===== config.mk =====
export PLATFORM = sky130hd
export DESIGN_NAME = rpn_stack_calculator_8bit
export DESIGN_NICKNAME = d
export VERILOG_FILES = /design/src/sv/rsc_pkg.sv /design/src/sv/rpn_stack_calculator_8bit.sv /design/src/sv/rsc_cell.sv /design/src/sv/rsc_divider.sv
export VERILOG_INCLUDE_DIRS = /design/src /design/src/sv
export SDC_FILE = /design/constraint.sdc
export NUM_CORES = 2
export LEC_CHECK = 0
export BUFFER_PORTS_ARGS = -buffer_cell sky130_fd_sc_hd__buf_2
export CAP_MARGIN = 5
export CELL_PAD_IN_SITES_DETAIL_PLACEMENT = 1
export CELL_PAD_IN_SITES_GLOBAL_PLACEMENT = 1
export CORE_ASPECT_RATIO = 1.25
export CORE_MARGIN = 5
export CORE_UTILIZATION = 50
export CTS_BUF_LIST = sky130_fd_sc_hd__clkbuf_4
export DETAILED_ROUTE_END_ITERATION = 16
export PLACE_DENSITY = 0.75
export RECOVER_POWER = 50
export SLEW_MARGIN = 20
export SYNTH_ARGS = -nofsm -noshare
export SYNTH_HDL_FRONTEND = slang
export SYNTH_HIERARCHICAL = 1
export SYNTH_SLANG_ARGS = --single-unit
export TNS_END_PERCENT = 5

===== constraint.sdc =====
create_clock -name clk -period 14.88 [get_ports clk]
set_input_delay 1.488 -clock clk [delete_from_list [all_inputs] [get_ports clk]]
set_output_delay 1.488 -clock clk [all_outputs]
set_load 0.005 [all_outputs]

===== src/sv/assert_macros.svh =====
// Assertion macros shared by the RPN calculator RTL.
// Depends on nothing; included by files that carry concurrent assertions.
`ifndef ASSERT_MACROS_SVH
`define ASSERT_MACROS_SVH

// Condition a must be followed in the same cycle by condition b.
`define RSC_ASSERT_NOW(label, clk, rst_n, a, b) \
	label: assert property (@(posedge clk) disable iff (!(rst_n)) (a) |-> (b)) \
		else $error("rsc assertion failed");

// Condition a must be followed in the next cycle by condition b.
`define RSC_ASSERT_NEXT(label, clk, rst_n, a, b) \
	label: assert property (@(posedge clk) disable iff (!(rst_n)) (a) |=> (b)) \
		else $error("rsc assertion failed");

`endif


===== src/sv/rsc_pkg.sv =====
`timescale 1ns / 1ps
// Shared types and constants for the RPN stack calculator.
// Depends on nothing; used by every RTL file of the block.
package rsc_pkg;

	localparam int STACK_DEPTH = 128;
	localparam int DATA_W      = 8;
	localparam int DEPTH_W     = $clog2(STACK_DEPTH + 1);
	localparam int DIV_CNT_W   = $clog2(DATA_W);

	// Token kinds carried on the func field.
	typedef enum logic [2:0] {
		FUNC_NUM    = 3'd0,
		FUNC_ADD    = 3'd1,
		FUNC_SUB    = 3'd2,
		FUNC_MUL    = 3'd3,
		FUNC_DIV    = 3'd4,
		FUNC_FINISH = 3'd5
	} func_t;

	// Result status codes.
	typedef enum logic [2:0] {
		ST_OK       = 3'd0,
		ST_FULL     = 3'd1,
		ST_FEW      = 3'd2,
		ST_DIVZERO  = 3'd3,
		ST_ENDDEPTH = 3'd4,
		ST_HALTED   = 3'd5
	} status_t;

	// What one stack cell loads in a cycle.
	typedef enum logic [1:0] {
		CELL_HOLD,
		CELL_FROM_SHALLOW,
		CELL_FROM_DEEPER
	} cell_op_t;

	// Sequencer states.
	typedef enum logic [1:0] {
		S_IDLE,
		S_EXEC,
		S_DIVW,
		S_ZPOP
	} state_t;

	// Request to the divider.
	typedef struct packed {
		logic              start;
		logic [DATA_W-1:0] dividend;
		logic [DATA_W-1:0] divisor;
	} div_req_t;

	// Divider result.
	typedef struct packed {
		logic              valid;
		logic [DATA_W-1:0] quotient;
	} div_res_t;

endpackage


===== src/sv/rpn_stack_calculator_8bit.sv =====
`timescale 1ns / 1ps
// 8-bit RPN stack calculator. A token is accepted in the idle state; the execute
// state then acts on the stack and loads the result register. A divide then waits
// for the bit-serial divider, which yields one quotient bit a cycle; a divide by
// zero drops its divisor in the execute state and its dividend in the state after
// it. Any token waits further while the result register is still full.
// The stack is a row of byte cells that shift toward or away from the top;
// it needs no clearing after reset. One result is returned for every token.
// Depends on rsc_pkg, rsc_cell, rsc_divider and assert_macros.svh.
`include "assert_macros.svh"

module rpn_stack_calculator_8bit (
	input  logic       clk,
	input  logic       arst_n,
	input  logic       in_valid,
	output logic       in_ready,
	input  logic [2:0] func,
	input  logic [7:0] operand_value,
	output logic       out_valid,
	input  logic       out_ready,
	output logic [2:0] status,
	output logic [7:0] top_value,
	output logic [7:0] depth,
	output logic       final_ready
);
	import rsc_pkg::*;

	state_t             state_q;
	state_t             state_d;
	logic [2:0]         func_q;
	logic [DATA_W-1:0]  val_q;
	logic [DEPTH_W-1:0] depth_q;
	logic [DEPTH_W-1:0] depth_d;
	logic               halted_q;
	logic               halted_d;
	status_t            err_q;
	status_t            err_d;

	logic               out_valid_q;
	status_t            status_q;
	logic [DATA_W-1:0]  top_q;
	logic [7:0]         depth_out_q;
	logic               final_q;

	logic               out_load;
	status_t            o_status;
	logic [DATA_W-1:0]  o_top;
	logic [DEPTH_W-1:0] o_depth;
	logic               o_final;

	cell_op_t           op_head;
	cell_op_t           op_rest;
	logic [DATA_W-1:0]  load_data;
	logic [DATA_W-1:0]  cell_data [STACK_DEPTH];
	logic [DATA_W-1:0]  c0;
	logic [DATA_W-1:0]  c1;

	div_req_t           div_req;
	div_res_t           div_res;

	logic               go;
	logic               enough;
	logic               full;
	logic               div_path;
	logic [DATA_W-1:0]  tos;
	logic [DATA_W-1:0]  alu_res;
	logic [2*DATA_W-1:0] prod;

	// Stack cells: cell 0 is the top, each takes a neighbor's byte.
	for (genvar i = 0; i < STACK_DEPTH; i++) begin : g_cell
		logic [DATA_W-1:0] shallow;
		logic [DATA_W-1:0] deeper;
		if (i == 0) begin : g_head
			assign shallow = load_data;
		end else begin : g_body
			assign shallow = cell_data[i-1];
		end
		if (i == STACK_DEPTH - 1) begin : g_tail
			assign deeper = '0;
		end else begin : g_inner
			assign deeper = cell_data[i+1];
		end
		rsc_cell u_cell (
			.clk          (clk),
			.op           ((i == 0) ? op_head : op_rest),
			.shallow_data (shallow),
			.deeper_data  (deeper),
			.data         (cell_data[i])
		);
	end

	rsc_divider u_div (
		.clk    (clk),
		.arst_n (arst_n),
		.req    (div_req),
		.res    (div_res)
	);

	// Operand views and simple conditions.
	assign c0       = cell_data[0];
	assign c1       = cell_data[1];
	assign go       = !out_valid_q || out_ready;
	assign enough   = depth_q >= DEPTH_W'(2);
	assign full     = depth_q == DEPTH_W'(STACK_DEPTH);
	assign div_path = !halted_q && (func_q == FUNC_DIV) && enough;
	assign tos      = (depth_q == '0) ? '0 : c0;

	// Arithmetic on the two top entries; the deeper one is the left operand.
	assign prod = c1 * c0;
	always_comb begin
		case (func_q)
			FUNC_ADD: alu_res = c1 + c0;
			FUNC_SUB: alu_res = c1 - c0;
			FUNC_MUL: alu_res = prod[DATA_W-1:0];
			default:  alu_res = '0;
		endcase
	end

	// Next-state logic of the sequencer.
	always_comb begin
		state_d = state_q;
		case (state_q)
			S_IDLE: if (in_valid) state_d = S_EXEC;
			S_EXEC: begin
				if (div_path) begin
					state_d = (c0 == '0) ? S_ZPOP : S_DIVW;
				end else if (go) begin
					state_d = S_IDLE;
				end
			end
			S_DIVW: if (div_res.valid && go) state_d = S_IDLE;
			S_ZPOP: if (go) state_d = S_IDLE;
			default: state_d = S_IDLE;
		endcase
	end

	// Stack, error and result control for each state.
	always_comb begin
		op_head          = CELL_HOLD;
		op_rest          = CELL_HOLD;
		load_data        = val_q;
		depth_d          = depth_q;
		halted_d         = halted_q;
		err_d            = err_q;
		div_req.start    = 1'b0;
		div_req.dividend = c1;
		div_req.divisor  = c0;
		out_load         = 1'b0;
		o_status         = ST_OK;
		o_top            = tos;
		o_depth          = depth_q;
		o_final          = 1'b0;
		case (state_q)
			S_EXEC: begin
				if (div_path) begin
					if (c0 == '0) begin
						// Divide by zero: drop the divisor now, the dividend next.
						op_head = CELL_FROM_DEEPER;
						op_rest = CELL_FROM_DEEPER;
						depth_d = depth_q - 1'b1;
					end else begin
						div_req.start = 1'b1;
					end
				end else if (go) begin
					out_load = 1'b1;
					if (func_q == FUNC_FINISH) begin
						o_top   = '0;
						o_depth = '0;
						if (halted_q) begin
							o_status = err_q;
						end else if (depth_q != DEPTH_W'(1)) begin
							o_status = ST_ENDDEPTH;
						end else begin
							o_top   = c0;
							o_final = 1'b1;
						end
						depth_d  = '0;
						halted_d = 1'b0;
						err_d    = ST_OK;
					end else if (halted_q) begin
						o_status = ST_HALTED;
					end else if (func_q == FUNC_NUM) begin
						if (full) begin
							o_status = ST_FULL;
						end else begin
							op_head = CELL_FROM_SHALLOW;
							op_rest = CELL_FROM_SHALLOW;
							depth_d = depth_q + 1'b1;
							o_depth = depth_q + 1'b1;
							o_top   = val_q;
						end
					end else if (func_q inside {FUNC_ADD, FUNC_SUB, FUNC_MUL, FUNC_DIV}) begin
						if (!enough) begin
							o_status = ST_FEW;
							halted_d = 1'b1;
							err_d    = ST_FEW;
						end else begin
							op_head   = CELL_FROM_SHALLOW;
							op_rest   = CELL_FROM_DEEPER;
							load_data = alu_res;
							depth_d   = depth_q - 1'b1;
							o_depth   = depth_q - 1'b1;
							o_top     = alu_res;
						end
					end
				end
			end
			S_DIVW: begin
				if (div_res.valid && go) begin
					out_load  = 1'b1;
					op_head   = CELL_FROM_SHALLOW;
					op_rest   = CELL_FROM_DEEPER;
					load_data = div_res.quotient;
					depth_d   = depth_q - 1'b1;
					o_depth   = depth_q - 1'b1;
					o_top     = div_res.quotient;
				end
			end
			S_ZPOP: begin
				if (go) begin
					out_load = 1'b1;
					op_head  = CELL_FROM_DEEPER;
					op_rest  = CELL_FROM_DEEPER;
					depth_d  = depth_q - 1'b1;
					halted_d = 1'b1;
					err_d    = ST_DIVZERO;
					o_status = ST_DIVZERO;
					o_depth  = depth_q - 1'b1;
					o_top    = (depth_q == DEPTH_W'(1)) ? '0 : c1;
				end
			end
			default: begin
			end
		endcase
	end

	// Control registers.
	always_ff @(posedge clk or negedge arst_n) begin
		if (!arst_n) begin
			state_q     <= S_IDLE;
			depth_q     <= '0;
			halted_q    <= 1'b0;
			err_q       <= ST_OK;
			out_valid_q <= 1'b0;
		end else begin
			state_q  <= state_d;
			depth_q  <= depth_d;
			halted_q <= halted_d;
			err_q    <= err_d;
			if (out_load) begin
				out_valid_q <= 1'b1;
			end else if (out_ready) begin
				out_valid_q <= 1'b0;
			end
		end
	end

	// Captured request and result payload.
	always_ff @(posedge clk) begin
		if (in_valid && in_ready) begin
			func_q <= func;
			val_q  <= operand_value;
		end
		if (out_load) begin
			status_q    <= o_status;
			top_q       <= o_top;
			depth_out_q <= 8'(o_depth);
			final_q     <= o_final;
		end
	end

	assign in_ready    = (state_q == S_IDLE);
	assign out_valid   = out_valid_q;
	assign status      = status_q;
	assign top_value   = top_q;
	assign depth       = depth_out_q;
	assign final_ready = final_q;

	// Design checks.
	`RSC_ASSERT_NOW(a_depth_bound, clk, arst_n, 1'b1, depth_q <= DEPTH_W'(STACK_DEPTH))
	`RSC_ASSERT_NOW(a_halt_err, clk, arst_n, 1'b1, halted_q == (err_q != ST_OK))
	`RSC_ASSERT_NEXT(a_accept_exec, clk, arst_n, in_valid && in_ready, state_q == S_EXEC)
	`RSC_ASSERT_NOW(a_final_ok, clk, arst_n, out_valid_q && final_q, (status_q == ST_OK) && (depth_out_q == '0))

endmodule


===== src/sv/rsc_cell.sv =====
`timescale 1ns / 1ps
// One byte cell of the shifting stack.
// Depends on rsc_pkg for the data width and the cell operation type.
module rsc_cell (
	input  logic                         clk,
	input  rsc_pkg::cell_op_t            op,
	input  logic [rsc_pkg::DATA_W-1:0]   shallow_data,
	input  logic [rsc_pkg::DATA_W-1:0]   deeper_data,
	output logic [rsc_pkg::DATA_W-1:0]   data
);
	import rsc_pkg::*;

	logic [DATA_W-1:0] data_q;

	// Take the neighbor toward the top on a push, the one below on a pop.
	always_ff @(posedge clk) begin
		case (op)
			CELL_FROM_SHALLOW: data_q <= shallow_data;
			CELL_FROM_DEEPER:  data_q <= deeper_data;
			default:           data_q <= data_q;
		endcase
	end

	assign data = data_q;

endmodule


===== src/sv/rsc_divider.sv =====
`timescale 1ns / 1ps
// Bit-serial restoring divider for unsigned bytes, one quotient bit per cycle.
// Depends on rsc_pkg for widths and the request and result structs.
module rsc_divider (
	input  logic              clk,
	input  logic              arst_n,
	input  rsc_pkg::div_req_t req,
	output rsc_pkg::div_res_t res
);
	import rsc_pkg::*;

	logic [DATA_W-1:0]    rem_q;
	logic [DATA_W-1:0]    quo_q;
	logic [DATA_W-1:0]    divisor_q;
	logic [DIV_CNT_W-1:0] cnt_q;
	logic                 busy_q;
	logic                 valid_q;
	logic [DATA_W:0]      shifted;
	logic [DATA_W:0]      diff;
	logic                 fits;

	// One restoring step: shift in the next dividend bit and try to subtract.
	assign shifted = {rem_q, quo_q[DATA_W-1]};
	assign diff    = shifted - {1'b0, divisor_q};
	assign fits    = shifted >= {1'b0, divisor_q};

	// Control state of the iteration.
	always_ff @(posedge clk or negedge arst_n) begin
		if (!arst_n) begin
			busy_q  <= 1'b0;
			valid_q <= 1'b0;
			cnt_q   <= '0;
		end else if (req.start) begin
			busy_q  <= 1'b1;
			valid_q <= 1'b0;
			cnt_q   <= '0;
		end else if (busy_q) begin
			cnt_q <= cnt_q + 1'b1;
			if (cnt_q == DIV_CNT_W'(DATA_W - 1)) begin
				busy_q  <= 1'b0;
				valid_q <= 1'b1;
			end
		end
	end

	// Remainder and quotient registers.
	always_ff @(posedge clk) begin
		if (req.start) begin
			rem_q     <= '0;
			quo_q     <= req.dividend;
			divisor_q <= req.divisor;
		end else if (busy_q) begin
			rem_q <= fits ? diff[DATA_W-1:0] : shifted[DATA_W-1:0];
			quo_q <= {quo_q[DATA_W-2:0], fits};
		end
	end

	assign res.valid    = valid_q;
	assign res.quotient = quo_q;

endmodule


; Word-level counts from Yosys, hierarchy flattened
; Cells that the tools add are included.
[op_classes]
mul = 1
bitwise_logic = 3
n_eq_ne = 26
order_cmp = 2
n_reduce_logical = 25
add_sub_neg = 6
n_mux = 245
[ops]
columns = op, n
row1 = one-hot mux 8 bit (2 select lines), 129
row2 = 2-to-1 mux 8 bit, 37
row3 = one-hot mux 8 bit (3 select lines), 4
row4 = 2-to-1 mux 3 bit, 17
row5 = 2-to-1 mux 2 bit, 22
row6 = 2-to-1 mux 1 bit, 29
row7 = logical NOT 8 bit, 2
row8 = subtractor 8 bit, 2
row9 = "inequality test 3 bit, second input constant", 5
row10 = one-hot mux 2 bit (3 select lines), 2
row11 = one-hot mux 3 bit (2 select lines), 2
row12 = nonzero test 2 bit, 6
row13 = "inequality test 2 bit, second input constant", 5
row14 = "== test 3 bit, second input constant", 3
row15 = >= comparator 9 x 8 -> 1 bit, 1
row16 = "adder 8 x 1 -> 8 bit, second input constant", 1
row17 = adder 8 bit, 1
row18 = "== test 2 bit, second input constant", 4
row19 = "== test 8 x 1 -> 1 bit, second input constant", 1
row20 = "== test 8 bit, second input constant", 1
row21 = ">= comparator 8 x 2 -> 1 bit, second input constant", 1
row22 = multiplier 8 x 8 -> 8 bit, 1
row23 = "inequality test 8 x 1 -> 1 bit, second input constant", 1
row24 = one-hot mux 2 bit (4 select lines), 1
row25 = other kinds (19), 30
[totals]
wordCells = 453
output_inout_bits = 22
regBits = 1099

; Logic depth before layout (Yosys ltp)
[depth]
word_depth = 11
ltp_mapped = 17
ltp_nobuf = 16

; Hierarchy
; The synthesis kept the hierarchy.
[modules_own_cells]
columns = mod, seq_area_each_um2, n_inst, area_per_inst_um2, cells_per_inst
row1 = rsc_cell, 240.2, 128, 391.6, 20
row2 = rpn_stack_calculator_8bit, 1281.2, 1, 5350.1, 665
row3 = rsc_divider, 765.7, 1, 1622.8, 155

; Least setup slack after synthesis
; OpenSTA, ideal clock, no wires.
[synth_path]
path_type = in2reg
startpoint = input out_ready
endpoint = register g_cell[100].u_cell.data_q[0], data pin
arrival_time_ns = 11.671
path_buffers = 2
cell_stages = 8
setup_slack_ns = 2.948
path_cell_list = nand2b_1 -> clkbuf_1 -> nand2_1 -> nor4_1 -> inv_1 -> ha_1 -> buf_6 -> mux2_4
[synth_via]
elab_chain_cells = 6
[synth_lines]
columns = item, line
row1 = "start, declared", rpn_stack_calculator_8bit.sv:20  ; input logic out_ready,
row2 = logical OR 1 bit (*), rpn_stack_calculator_8bit.sv:102  ; assign go = !out_valid_q || out_ready;
row3 = 2-to-1 mux 2 bit (*), rpn_stack_calculator_8bit.sv:164  ; end else if (go) begin
row4 = 2-to-1 mux 2 bit (*), rpn_stack_calculator_8bit.sv:155  ; if (div_path) begin
row5 = one-hot mux 2 bit (3 select lines) (*), rpn_stack_calculator_8bit.sv:153  ; case (state_q)
row6 = net op_rest[0], rpn_stack_calculator_8bit.sv:52  ; cell_op_t op_rest;
row7 = == test 2 bit / == test 2 x 1 -> 1 bit (equally long branches), rsc_cell.sv:17  ; case (op)
row8 = one-hot mux 8 bit (2 select lines) (*), rsc_cell.sv:17
row9 = "end signal, assigned", rsc_cell.sv:18  ; CELL_FROM_SHALLOW: data_q <= shallow_data;
row10 = "end signal, assigned", rsc_cell.sv:19  ; CELL_FROM_DEEPER: data_q <= deeper_data;
row11 = "end signal, assigned", rsc_cell.sv:20  ; default: data_q <= data_q;
row12 = "end, declared", rsc_cell.sv:13  ; logic [DATA_W-1:0] data_q;
; Mark *: on every way through the listed nets, which the timed path passes. The rest lies on a longest branch.
; A chain may end at the register's enable or synchronous reset.

; Final worst setup path
[layout_path]
startpoint = register depth_q[0]
endpoint = register g_cell[103].u_cell.data_q[5], data pin
[layout_lines]
columns = item, line
row1 = "start, declared", rpn_stack_calculator_8bit.sv:32  ; logic [DEPTH_W-1:0] depth_q;
row2 = "start signal, assigned", rpn_stack_calculator_8bit.sv:247  ; depth_q <= depth_d;
row3 = == test 8 bit, rpn_stack_calculator_8bit.sv:104  ; assign full = depth_q == DEPTH_W'(STACK_DEPTH);
row4 = 2-to-1 mux 1 bit, rpn_stack_calculator_8bit.sv:183  ; if (full) begin
row5 = 2-to-1 mux 2 bit, rpn_stack_calculator_8bit.sv:182  ; end else if (func_q == FUNC_NUM) begin
row6 = 2-to-1 mux 2 bit, rpn_stack_calculator_8bit.sv:180  ; end else if (halted_q) begin
row7 = 2-to-1 mux 2 bit, rpn_stack_calculator_8bit.sv:166  ; if (func_q == FUNC_FINISH) begin
row8 = 2-to-1 mux 2 bit, rpn_stack_calculator_8bit.sv:164
row9 = 2-to-1 mux 2 bit (*), rpn_stack_calculator_8bit.sv:155
row10 = one-hot mux 2 bit (3 select lines) (*), rpn_stack_calculator_8bit.sv:153
row11 = net op_rest[0], rpn_stack_calculator_8bit.sv:52
row12 = == test 2 bit / == test 2 x 1 -> 1 bit (equally long branches), rsc_cell.sv:17
row13 = one-hot mux 8 bit (2 select lines) (*), rsc_cell.sv:17
row14 = "end signal, assigned", rsc_cell.sv:18
row15 = "end signal, assigned", rsc_cell.sv:19
row16 = "end signal, assigned", rsc_cell.sv:20
row17 = "end, declared", rsc_cell.sv:13
; Marks and branches as above.

==> run summary <==
syn_area_per_cell -> 16.89 µm²
Iter 0 DRT Violations -> 1563
top-area cell type share of the netlist area -> 56.32%
die height -> 387.8 µm
Async S/R FF share, synth -> 1.730%
Final WS setup -> 6.543 ns
Slowest-stage cell, CP -> clkbuf_1
worst path arrival time -> 9.20 ns
total die area -> 121100 µm²
Hold Crit Depth -> 1
Avg WL per Cell -> 21.79 µm
worst r2r src -> depth_q[0]$_DFFE_PN0P_
Worst Min Path Start -> operand_value[6]
status -> complete, but fails checks
setup TNS -> 0 ns
P&R area growth vs syn -> 4.229%
overall routing resource usage -> 18.46%
RR Endpoint -> g_cell[103].u_cell/data[5]$_DFFE_PP_
startpoint types -> flop
largest net degree at the start of global routing -> 80
Final min period -> 8.337 ns
fmax -> 0.1200 GHz
WHS Endpoint -> val_q[6]$_DFFE_PP_
post-layout net count -> 3758
count leader, synth -> edfxtp_1
CP max FO -> 79
Die W -> 312.3 µm
P_leak -> 20.00 nW
cts repair resizes -> 0
setup violators final -> 0
synth top area cells -> edfxtp_1, mux2_4, ha_1
H-tree depth -> 5
dpl ws -> 8.314 ns
CTS buffer count -> 299
Sw Ratio -> 31.47%
1st-pass router iterations -> 5
failing checks -> max-capacitance violations, max-slew violations
EDFF count, synth -> 1071
post-route clock period utilization -> 56.03%
Worst slew margin -> -91.35%
initial antenna violation count -> 2
layout cell share with drive strength beyond 1 -> 30.25%
Clock Path Buffers -> 4
CTS Root Buffer Type -> clkbuf_4
Yosys reg bits -> 1098
grt total ovfl -> 0
RD Place Congestion -> 0.8368
Max-Cap Viols -> 3
WP data required -> 15.75 ns
Worst Max-Slew Pin Slew -> 2.870 ns
drt drc -> 0
Reg2Reg Depth -> 11
sequential area share after synthesis -> 57.44%
Max Slew Vio Count -> 104
Max Clock Skew -> 0.06043 ns
Critical Path End Type -> flop
final wirelength -> 113.4 mm
net switching power -> 2.846 mW
Setup CP Type -> reg -> reg
Setup Buffers After CTS -> 0
vias in the first global route -> 32022
io pins -> 37
first-pass GRT wire length -> 179.4 mm
number of port buffers -> 36
Hold Crit Class -> in -> reg
internal reg-to-reg setup slack -> 6.54 ns
top cells by count, synth -> edfxtp_1, mux2_4, inv_1, ha_1, buf_6
post-synth top area cell -> edfxtp_1
synth unique cells -> 84
RSZ-0062 raised after global routing -> false
part of the power in registers -> 46.5%
vias per inst -> 5.419
CTS tree -> built
Starting Density -> 50.41%
core area -> 113300 µm²
row cnt -> 138
Clock Sinks -> 1098
Clk Latency, worst-skew pair -> 1.17 ns
Fin. Hold Viols -> 0
worst path cell trace -> inv_1 -> ha_1 -> or4_1 -> o2111ai_1 -> nand2_1 -> nor4_1 -> clkbuf_1 -> buf_4 -> inv_1 -> ha_1 -> mux2_4
IR Drop Worst-Case VDD -> 0.00008123 V
predominant post-synthesis flop cell -> edfxtp_1
Post-Synthesis Cell Area -> 57100 µm²
hold buffers post-CTS -> 0
via count -> 28197
Worst-path clk slew -> 0.08 ns
DP HPWL -> 79.91 mm
combinational cell fraction of total power -> 25.0%
Internal -> 6.199 mW
CP max stage delay -> 2.06 ns
YS warnings -> 6
antenna viol nets, final -> 0
Power Density -> 152.0 nW/µm²
Clock power frac -> 28.5%
Mapped Cells -> 3380
-- sequential cells by signal (all words and copies together), names as in the netlist, 2 cells and up --
name / flops
g_cell.u_cell/data: 1024
depth: 8
depth_q: 8
top_value: 8
u_div/divisor_q: 8
u_div/quo_q: 8
u_div/rem_q: 8
val_q: 8
func_q: 3
status: 3
u_div/cnt_q: 3
err_q: 2
state_q: 2
-- cell usage in the layout (no fill, tap or decap), types with 10 or more instances in the layout --
cell type and count:
nand2b_1 13, a21oi_1 51, buf_2 18, a21o_1 11
mux2_4 631, ha_1 171, nand3_1 21, nor3_1 20
mux2_2 12, and2_1 18, edfxtp_1 1071, inv_1 315
fa_1 14, nand2_1 65, clkinv_1 38, or3_1 10
clkbuf_1 25, dfrtp_1 19, or2_2 10, mux2_1 393
mux2i_1 11, a22oi_1 11, nor2_1 67, o21ai_0 56
xnor2_1 31, clkbuf_4 421, o22ai_1 13
-- final cells by class --
| cell class | count | area, µm² |
|---|---|---|
| Antenna cell | 7 | 17.52 |
| Clock buffer | 421 | 3161 |
| Clock inverter | 48 | 291.5 |
| Fill cell | 10817 | 53750 |
| Inverter | 316 | 1186 |
| Multi-Input combinational cell | 1791 | 19970 |
| Sequential cell | 1098 | 32800 |
| Tap cell | 1470 | 1839 |
| Timing Repair Buffer | 52 | 251.5 |
-- through the flow --
stage	instances	area [µm²]	utilization [%]	hold slack [ns]	total power [mW]
2_1_floorplan	3387	57130	-	0.4444	6.332
3_3_place_gp	4727	57610	50.86	0.4709	6.753
3_5_place_dp	4727	57610	50.86	0.4851	6.866
4_1_cts	5196	61060	53.91	0.1443	9.506
5_1_grt	5203	59520	52.54	0.3323	9.616
6_report	5203	59520	52.54	0.5032	9.045
-- power by group through the flow --
| stage | registers, mW | clock network, mW | logic [mW] |
|---|---|---|---|
| after floorplan | 4.13 | 0 | 2.21 |
| after global placement | 4.28 | 0 | 2.47 |
| after detailed placement | 4.29 | 0 | 2.57 |
| after CTS | 4.23 | 2.69 | 2.59 |
| after global routing | 4.24 | 2.87 | 2.50 |
| final | 4.21 | 2.57 | 2.26 |
-- logic make-up after synthesis --
group           share of synthesized area [%]
buf+inv                                 5.013
mux                                     27.36
flops                                   57.44
xor+xnor                               0.6464
compound gates                          2.803
simple gates                            2.502
fa+ha+maj                               4.238
other cells                          0.006567
-- routing by layer --
layer / global-route usage (%) / part of all wire, %
met5: 0 / 0
met2: 32.94 / 51
met1: 22.68 / 43
met4: 5.327 / 2.0
met3: 3.867 / 3.6
-- worst max-delay path by stage --
stage	from	to	slack, ns
5_1_grt	depth_q[0]$_DFFE_PN0P_	g_cell[60].u_cell/data[5]$_DFFE_PP_	6.09
6_report	depth_q[0]$_DFFE_PN0P_	g_cell[103].u_cell/data[5]$_DFFE_PP_	6.54
4_1_cts	func_q[2]$_DFFE_PP_	g_cell[108].u_cell/data[6]$_DFFE_PP_	9.09
3_3_place_gp	out_ready	g_cell[126].u_cell/data[6]$_DFFE_PP_	8.41
3_5_place_dp	out_ready	g_cell[70].u_cell/data[7]$_DFFE_PP_	8.31
2_1_floorplan	out_ready	g_cell[100].u_cell/data[0]$_DFFE_PP_	2.95
-- critical path, delay by kind of cell, from the launching register on --
family                     cells  cell delay, ns
adders and majority gates      2            0.75
DFF                            1            0.56
AOI/OAI and AO/OA              1            1.39
buffers and inverters          4            3.49
muxes                          1            0.38
and+or+nand+nor                3            1.36
Power figures use the tool's default switching activity.
